<file path="src/rtl/wdd_pkg.sv">
// Types, constants and field offsets for the datagram deframer.
// No dependencies; imported by every deframer module and the checker.
`default_nettype none
package wdd_pkg;

  localparam int HdrBytes  = 28;
  localparam int AssocLoAt = 2;
  localparam int AssocHiAt = 10;
  localparam int SeqAt     = 18;
  localparam int TimeAt    = 22;
  localparam int LenAt     = 26;

  localparam int CfgIdxW  = 2;
  localparam int CfgDataW = 16;

  localparam logic [7:0]  RstWireVersion = 8'd1;
  localparam logic [7:0]  RstMaxType     = 8'd3;
  localparam logic [15:0] RstMaxPayload  = 16'd1200;
  localparam logic [6:0]  RstHmacBytes   = 7'd32;

  // out_tdata layout
  localparam int PayloadLsb = 0;
  localparam int StatusLsb  = 8;
  localparam int TypeLsb    = 11;
  localparam int AssocHiLsb = 19;
  localparam int AssocLoLsb = 83;
  localparam int SeqLsb     = 147;
  localparam int TimeLsb    = 179;
  localparam int LenLsb     = 211;
  localparam int OutUsedW   = 227;
  localparam int OutDataW   = 232;

  typedef enum logic [CfgIdxW-1:0] {
    CFG_WIRE_VERSION,
    CFG_MAX_TYPE,
    CFG_MAX_PAYLOAD,
    CFG_HMAC_BYTES
  } cfg_idx_t;

  typedef enum logic [2:0] {
    ST_OK,
    ST_TRUNCATED,
    ST_BAD_VERSION,
    ST_BAD_TYPE,
    ST_TOO_LARGE,
    ST_LEN_MISMATCH
  } status_t;

  typedef enum logic {
    KIND_PAYLOAD,
    KIND_SUMMARY
  } kind_t;

  typedef struct packed {
    logic [7:0]  wire_version;
    logic [7:0]  max_type;
    logic [15:0] max_payload;
    logic [6:0]  hmac_bytes;
  } cfg_t;

  typedef struct packed {
    logic [7:0]  version;
    logic [7:0]  ptype;
    logic [63:0] assoc_lo;
    logic [63:0] assoc_hi;
    logic [31:0] seq;
    logic [31:0] time_ms;
    logic [15:0] len;
  } hdr_t;

  typedef struct packed {
    kind_t       kind;
    logic [7:0]  payload_byte;
    status_t     status;
    logic [7:0]  ptype;
    logic [63:0] assoc_hi;
    logic [63:0] assoc_lo;
    logic [31:0] seq;
    logic [31:0] time_ms;
    logic [15:0] len;
  } res_t;

endpackage
`default_nettype wire

</file>
<file path="src/rtl/wdd_capture.sv">
// Byte position counter and header capture registers.
// Depends on wdd_pkg; presents the header including the byte now in process.
`default_nettype none
module wdd_capture import wdd_pkg::*; (
  input  wire logic        clk,
  input  wire logic        rst_n,
  input  wire logic        adv,
  input  wire logic [7:0]  byte_in,
  input  wire logic        last_in,
  output hdr_t             hdr_view,
  output logic [15:0]      pos
);

  hdr_t        hdr_r, hdr_nxt;
  logic [15:0] pos_r, pos_nxt;

  assign pos = pos_r;

  always_comb begin
    hdr_view = hdr_r;
    if (pos_r == 16'd0) begin
      hdr_view.version = byte_in;
    end
    if (pos_r == 16'd1) begin
      hdr_view.ptype = byte_in;
    end
    for (int i = 0; i < 8; i++) begin
      if (pos_r == 16'(AssocLoAt + i)) hdr_view.assoc_lo[8*i +: 8] = byte_in;
      if (pos_r == 16'(AssocHiAt + i)) hdr_view.assoc_hi[8*i +: 8] = byte_in;
    end
    for (int i = 0; i < 4; i++) begin
      if (pos_r == 16'(SeqAt + i))  hdr_view.seq[8*i +: 8]     = byte_in;
      if (pos_r == 16'(TimeAt + i)) hdr_view.time_ms[8*i +: 8] = byte_in;
    end
    for (int i = 0; i < 2; i++) begin
      if (pos_r == 16'(LenAt + i)) hdr_view.len[8*i +: 8] = byte_in;
    end
  end

  always_comb begin
    hdr_nxt = hdr_r;
    pos_nxt = pos_r;
    if (adv) begin
      if (last_in) begin
        hdr_nxt = '0;
        pos_nxt = '0;
      end else begin
        hdr_nxt = hdr_view;
        if (pos_r != 16'hFFFF) pos_nxt = pos_r + 16'd1;
      end
    end
  end

  always_ff @(posedge clk) begin
    if (!rst_n) begin
      hdr_r <= '0;
      pos_r <= '0;
    end else begin
      hdr_r <= hdr_nxt;
      pos_r <= pos_nxt;
    end
  end

endmodule
`default_nettype wire

</file>
<file path="src/rtl/wdd_judge.sv">
// Status checks and result formation for one byte.
// Depends on wdd_pkg; purely combinational.
`default_nettype none
module wdd_judge import wdd_pkg::*; (
  input  wire hdr_t        hdr_view,
  input  wire logic [15:0] pos,
  input  wire logic [7:0]  byte_in,
  input  wire logic        last_in,
  input  wire cfg_t        cfg,
  output logic             res_valid,
  output res_t             res
);

  logic [16:0] size;
  logic [16:0] min_size;
  logic [17:0] want_size;
  logic [16:0] pay_end;
  logic        len_ok;
  logic        in_payload;
  status_t     status;

  assign size      = {1'b0, pos} + 17'd1;
  assign min_size  = 17'(HdrBytes) + {10'd0, cfg.hmac_bytes};
  assign want_size = {1'b0, min_size} + {2'd0, hdr_view.len};
  assign pay_end   = 17'(HdrBytes) + {1'b0, hdr_view.len};
  assign len_ok    = hdr_view.len <= cfg.max_payload;
  assign in_payload = ({1'b0, pos} >= 17'(HdrBytes)) && ({1'b0, pos} < pay_end) && len_ok;

  always_comb begin
    priority if (size < min_size)                  status = ST_TRUNCATED;
    else if (hdr_view.version != cfg.wire_version) status = ST_BAD_VERSION;
    else if (hdr_view.ptype > cfg.max_type)        status = ST_BAD_TYPE;
    else if (!len_ok)                              status = ST_TOO_LARGE;
    else if ({1'b0, size} != want_size)            status = ST_LEN_MISMATCH;
    else                                           status = ST_OK;
  end

  always_comb begin
    res = '0;
    res_valid = 1'b0;
    if (last_in) begin
      res_valid    = 1'b1;
      res.kind     = KIND_SUMMARY;
      res.status   = status;
      res.ptype    = hdr_view.ptype;
      res.assoc_hi = hdr_view.assoc_hi;
      res.assoc_lo = hdr_view.assoc_lo;
      res.seq      = hdr_view.seq;
      res.time_ms  = hdr_view.time_ms;
      res.len      = hdr_view.len;
    end else if (in_payload) begin
      res_valid        = 1'b1;
      res.kind         = KIND_PAYLOAD;
      res.payload_byte = byte_in;
    end
  end

endmodule
`default_nettype wire

</file>
<file path="src/rtl/wire_datagram_deframer.sv">
// Datagram deframer: byte stream in, payload bytes and one summary per datagram out.
// Each byte passes through the input register and then the result register.
// Accepts one byte per cycle while the output is not held back by out_tready.
// Bytes that cause no result (header, trailer) are consumed without output.
// Reset clears the position, captured header and both valid flags, and loads
// config defaults: version 1, max type 3, max payload 1200, trailer 32 bytes.
`default_nettype none
module wire_datagram_deframer import wdd_pkg::*; (
  input  wire logic                clk,
  input  wire logic                rst_n,
  input  wire logic                in_tvalid,
  output logic                     in_tready,
  input  wire logic [7:0]          in_tdata,   // [7:0] data_byte
  input  wire logic                in_tlast,
  output logic                     out_tvalid,
  input  wire logic                out_tready,
  output logic [OutDataW-1:0]      out_tdata,  // payload_byte, status, packet_type,
                                               // assoc_high, assoc_low, sequence_res,
                                               // time_ms, payload_length, zero pad
  output logic                     out_tuser,  // [0] kind
  input  wire logic                cfg_valid,
  output logic                     cfg_ready,
  input  wire logic [CfgIdxW-1:0]  cfg_index,
  input  wire logic [CfgDataW-1:0] cfg_data
);

  cfg_t        cfg_r;
  logic        in_valid_r;
  logic [7:0]  in_byte_r;
  logic        in_last_r;
  logic        out_valid_r;
  res_t        out_res_r;
  logic        adv;
  hdr_t        hdr_view;
  logic [15:0] pos;
  logic        res_valid;
  res_t        res;

  assign cfg_ready = 1'b1;

  always_ff @(posedge clk) begin
    if (!rst_n) begin
      cfg_r.wire_version <= RstWireVersion;
      cfg_r.max_type     <= RstMaxType;
      cfg_r.max_payload  <= RstMaxPayload;
      cfg_r.hmac_bytes   <= RstHmacBytes;
    end else if (cfg_valid && cfg_ready) begin
      unique case (cfg_idx_t'(cfg_index))
        CFG_WIRE_VERSION: cfg_r.wire_version <= cfg_data[7:0];
        CFG_MAX_TYPE:     cfg_r.max_type     <= cfg_data[7:0];
        CFG_MAX_PAYLOAD:  cfg_r.max_payload  <= cfg_data[15:0];
        CFG_HMAC_BYTES:   cfg_r.hmac_bytes   <= cfg_data[6:0];
        default:          cfg_r              <= cfg_r;
      endcase
    end
  end

  assign adv       = in_valid_r && (!out_valid_r || out_tready);
  assign in_tready = !in_valid_r || adv;

  always_ff @(posedge clk) begin
    if (!rst_n) begin
      in_valid_r <= 1'b0;
    end else if (in_tvalid && in_tready) begin
      in_valid_r <= 1'b1;
    end else if (adv) begin
      in_valid_r <= 1'b0;
    end
  end

  always_ff @(posedge clk) begin
    if (in_tvalid && in_tready) begin
      in_byte_r <= in_tdata;
      in_last_r <= in_tlast;
    end
  end

  wdd_capture u_capture (
    .clk      (clk),
    .rst_n    (rst_n),
    .adv      (adv),
    .byte_in  (in_byte_r),
    .last_in  (in_last_r),
    .hdr_view (hdr_view),
    .pos      (pos)
  );

  wdd_judge u_judge (
    .hdr_view  (hdr_view),
    .pos       (pos),
    .byte_in   (in_byte_r),
    .last_in   (in_last_r),
    .cfg       (cfg_r),
    .res_valid (res_valid),
    .res       (res)
  );

  always_ff @(posedge clk) begin
    if (!rst_n) begin
      out_valid_r <= 1'b0;
    end else if (adv) begin
      out_valid_r <= res_valid;
    end else if (out_tready) begin
      out_valid_r <= 1'b0;
    end
  end

  always_ff @(posedge clk) begin
    if (adv) begin
      out_res_r <= res;
    end
  end

  assign out_tvalid = out_valid_r;
  assign out_tuser  = out_res_r.kind;
  assign out_tdata  = {5'd0, out_res_r.len, out_res_r.time_ms, out_res_r.seq,
                       out_res_r.assoc_lo, out_res_r.assoc_hi, out_res_r.ptype,
                       out_res_r.status, out_res_r.payload_byte};

endmodule
`default_nettype wire

</file>
<file path="config.mk">
export PLATFORM = sky130hd
export DESIGN_NAME = wire_datagram_deframer
export DESIGN_NICKNAME = d
export VERILOG_FILES = /design/src/rtl/wdd_pkg.sv /design/src/rtl/wdd_capture.sv /design/src/rtl/wdd_judge.sv /design/src/rtl/wire_datagram_deframer.sv
export SDC_FILE = /design/constraint.sdc
export NUM_CORES = 1
export LEC_CHECK = 0
export BUFFER_PORTS_ARGS = -buffer_cell sky130_fd_sc_hd__buf_2
export CORE_ASPECT_RATIO = 1.4
export CORE_MARGIN = 1.5
export CORE_UTILIZATION = 58
export CTS_BUF_LIST = sky130_fd_sc_hd__clkbuf_8
export DETAILED_ROUTE_END_ITERATION = 16
export PLACE_DENSITY = 0.81
export SLEW_MARGIN = 5
export SYNTH_ARGS = -nofsm -noshare
export SYNTH_HDL_FRONTEND = slang
export SYNTH_HIERARCHICAL = 1
export SYNTH_SLANG_ARGS = --single-unit
</file>
<file path="constraint.sdc">
create_clock -name clk -period 19.5 [get_ports clk]
set_clock_uncertainty 0.05 [all_clocks]
set_input_delay 0.975 -clock clk [delete_from_list [all_inputs] [get_ports clk]]
set_output_delay 0.975 -clock clk [all_outputs]
set_load 0.02 [all_outputs]
</file>
==> run summary <==
final worst slack = 13,720 ps
crit end category = flop
Syn Inst Count = 2,070
FP Rows = 89
Die Ht = 249 um
post-synthesis mux area share = 0.116
design area = 28,000 sq um
CTS tree = built
FMAX = 173 MHz
vias in the first global route = 17,900
Place WS = 13,810 ps
Die Footprint = 44,500 sq um
DRT Pass-1 Iters = 6
hpwl dp = 43,500 um
Final #Nets = 2,386
leakage power = 11.3 nW
max_cap viols = 0
Multi-input gate area = 11,400 sq um
hold_buf cts = 0
total design power = 2.18 mW
TNS Setup = 0 ps
Final setup viols = 0
Peak VDD IR = 0.0658 mV
Port Buffer Count = 261
average routed wire per standard cell = 23.4 um
post-synthesis async set-or-reset flop share = 0
Layout fillers = 3,156
Slew Viols, Final = 0
Post-CTS Repair Setup Buffers = 0
Sink Count = 518
internal reg-to-reg setup slack = 13,720 ps
Req. time, crit path = 19,870 ps
GRT overflow = 0
post-synthesis xor/xnor area fraction = 0.0247
Clock Pin Slew Worst Setup and Hold Paths = 60 ps
Max Root-Sink Buffers = 3
first-pass GRT wire length = 103,000 um
share of post-route cells with drive strength above 1 = 0.297
largest family of logic cells by synthesized area = simple AND/OR/NAND/NOR gates
CP max stage delay = 960 ps
# resized after CTS = 0
adder-cell share of the synthesized area = 0.0323
Root Driver = clkbuf_8
largest net degree at the start of global routing = 133
I/O pin total = 268
synthesized area = 25,100 sq um
core area = 42,400 sq um
most frequent cell after synthesis = dfxtp_1
critical-path cell list = or4_4 > nor4_4 > mux2_2 > inv_1 > ha_1 > nand2b_1 > nand2b_1 > nor2_1 > xnor2_1 > ha_1 > a21o_1 > a21o_1 > a21oi_1 > nand2_1 > nand4_1 > a21oi_1 > a32o_1 > nor4b_1
Layout area overhead = 11.8%
DRT Wirelength = 67,800 um
synth cell count leaders = dfxtp_1 (281), edfxtp_1 (237), mux2_2 (220)
Final Hold Fails = 0
CP startpoint kind = flop
Reg area = 12,700 sq um
Vias/cell = 6.21
post-synthesis register bit count = 518
Worst Path Arrival = 6150 ps
DP Area = 26,500 sq um
Synth Area in Simple Gates = 0.162
Num CTS Buffers = 77
Yosys top cell by area = edfxtp_1
Yosys cell types = 91
status = complete, no violations
sequential fraction of the synthesis area = 0.508
drc violations = 0
Worst Path Class, Setup = flop to flop
number of flops mapped to enable cells by yosys = 237
Routed Antenna Nets = 0
Main synth FF type = dfxtp_1
clk_lat worst skew = 660 ps
H-tree Lvls = 3
RSZ-0062 raised after global routing = false
Tcrit/Tclk final = 0.297
Initial Util = 0.591
yosys warns = 6
CP max-delay cell = or4_4
via count = 18,000
syn_area_per_cell = 12.1 sq um
initial antenna violation count = 1
Worst Path Max Fanout = 28
fin crit period = 5780 ps
die width = 179 um
top-area cell type share of the netlist area = 0.284
Global Route Usage Sum = 0.302
worst min path class = flop to flop
top cells by area, synth = edfxtp_1 (28%), dfxtp_1 (22%), mux2_2 (9.9%), a22o_1 (7.5%), and2_1 (5.4%)
relative slew slack = 0.148
power per cell area = 77.8 nW/um^2
Slew @ Worst Pin = 1270 ps
Compound-Gate Fraction of Synth Area = 0.119
gpl congestion = 0.917
DRT iter0 DRCs = 1,503
[area by class of cell]
cell class | count | area share
Sequential cell | 518 | 0.455
Multi-Input combinational cell | 1357 | 0.407
Timing Repair Buffer | 281 | 0.0520
Clock buffer | 84 | 0.0413
Tap cell | 546 | 0.0244
Clock inverter | 60 | 0.0128
Inverter | 55 | 0.00737
Antenna cell | 1 | 0.0000893
[power by group]
group          switching, mW  leakage, nW  total [mW]  internal (mW)
Sequential            0.0102         4.50        1.17           1.16
Clock                  0.428        0.850       0.861          0.433
Combinational          0.110         5.95       0.150         0.0395
[cells by family after synthesis]
logic type | count (synthesis)
other cells | 2
xor+xnor | 59
buf+inv | 199
fa+ha+maj | 64
mux | 261
simple gates | 601
compound gates | 366
flops | 518
[registers in the layout, indices dropped and copies added, names as in the netlist]
| name | count |
|---|---|
| in_byte_r | 8 |
| out_tdata | 227 |
| cfg_r | 39 |
| u_capture/hdr_r | 224 |
| u_capture/pos | 16 |
| out_tuser | 1 |
| out_tvalid | 1 |
| in_valid_r | 1 |
| in_last_r | 1 |
[worst max-delay path: cells and delay by family, from the launching register on]
kind | cells | cell delay [ps]
and+or+nand+nor | 8 | 2690
AOI/OAI and AO/OA | 5 | 1060
DFF | 1 | 520
adders and majority gates | 2 | 480
muxes | 1 | 470
xor gates and xnor gates | 1 | 130
buffers and inverters | 1 | 100
[path summary, 6_finish.rpt]
check / depth (start not counted) / start / end
setup / recovery: 18 / u_capture/pos[8] / out_tdata[2]
hold / removal: 2 / cfg_r[29] / cfg_r[29]
setup reg to reg: 18 / u_capture/pos[8] / out_tdata[2]
hold reg to reg: 2 / cfg_r[29] / cfg_r[29]
[layout by cell type, fill, tap and decap left out, types with 25 or more instances in the layout]
master | netlist | routed
a22o_1 | 216 | 216
and2_1 | 215 | 214
buf_2 | 12 | 261
clkbuf_8 | 1 | 84
dfxtp_1 | 281 | 279
edfxtp_1 | 237 | 237
ha_1 | 63 | 63
inv_1 | 55 | 77
mux2_2 | 220 | 220
mux2i_1 | 35 | 35
nand2_1 | 88 | 87
nand3_1 | 25 | 25
nor2_1 | 58 | 58
nor4_4 | 29 | 29
xnor2_1 | 34 | 34
[metal layers]
metal	track usage	vias to the layer above	part of all wire
met5	0	-	0
met4	0.163	0	0.053
met3	0.0388	197	0.060
met2	0.515	776	0.50
met1	0.367	8895	0.39
li1	-	8162	-
[per-stage QoR]
| stage | hold WS [ps] | util | instances |
|---|---|---|---|
| after CTS | 414 | 0.660 | 2901 |
| after global placement | 389 | 0.625 | 2757 |
| final | 411 | 0.661 | 2902 |
| after global routing | 431 | 0.661 | 2902 |
| after detailed placement | 396 | 0.625 | 2757 |
| after floorplan | 377 | - | 2074 |
Note: power is estimated with default switching activity, not from simulation.
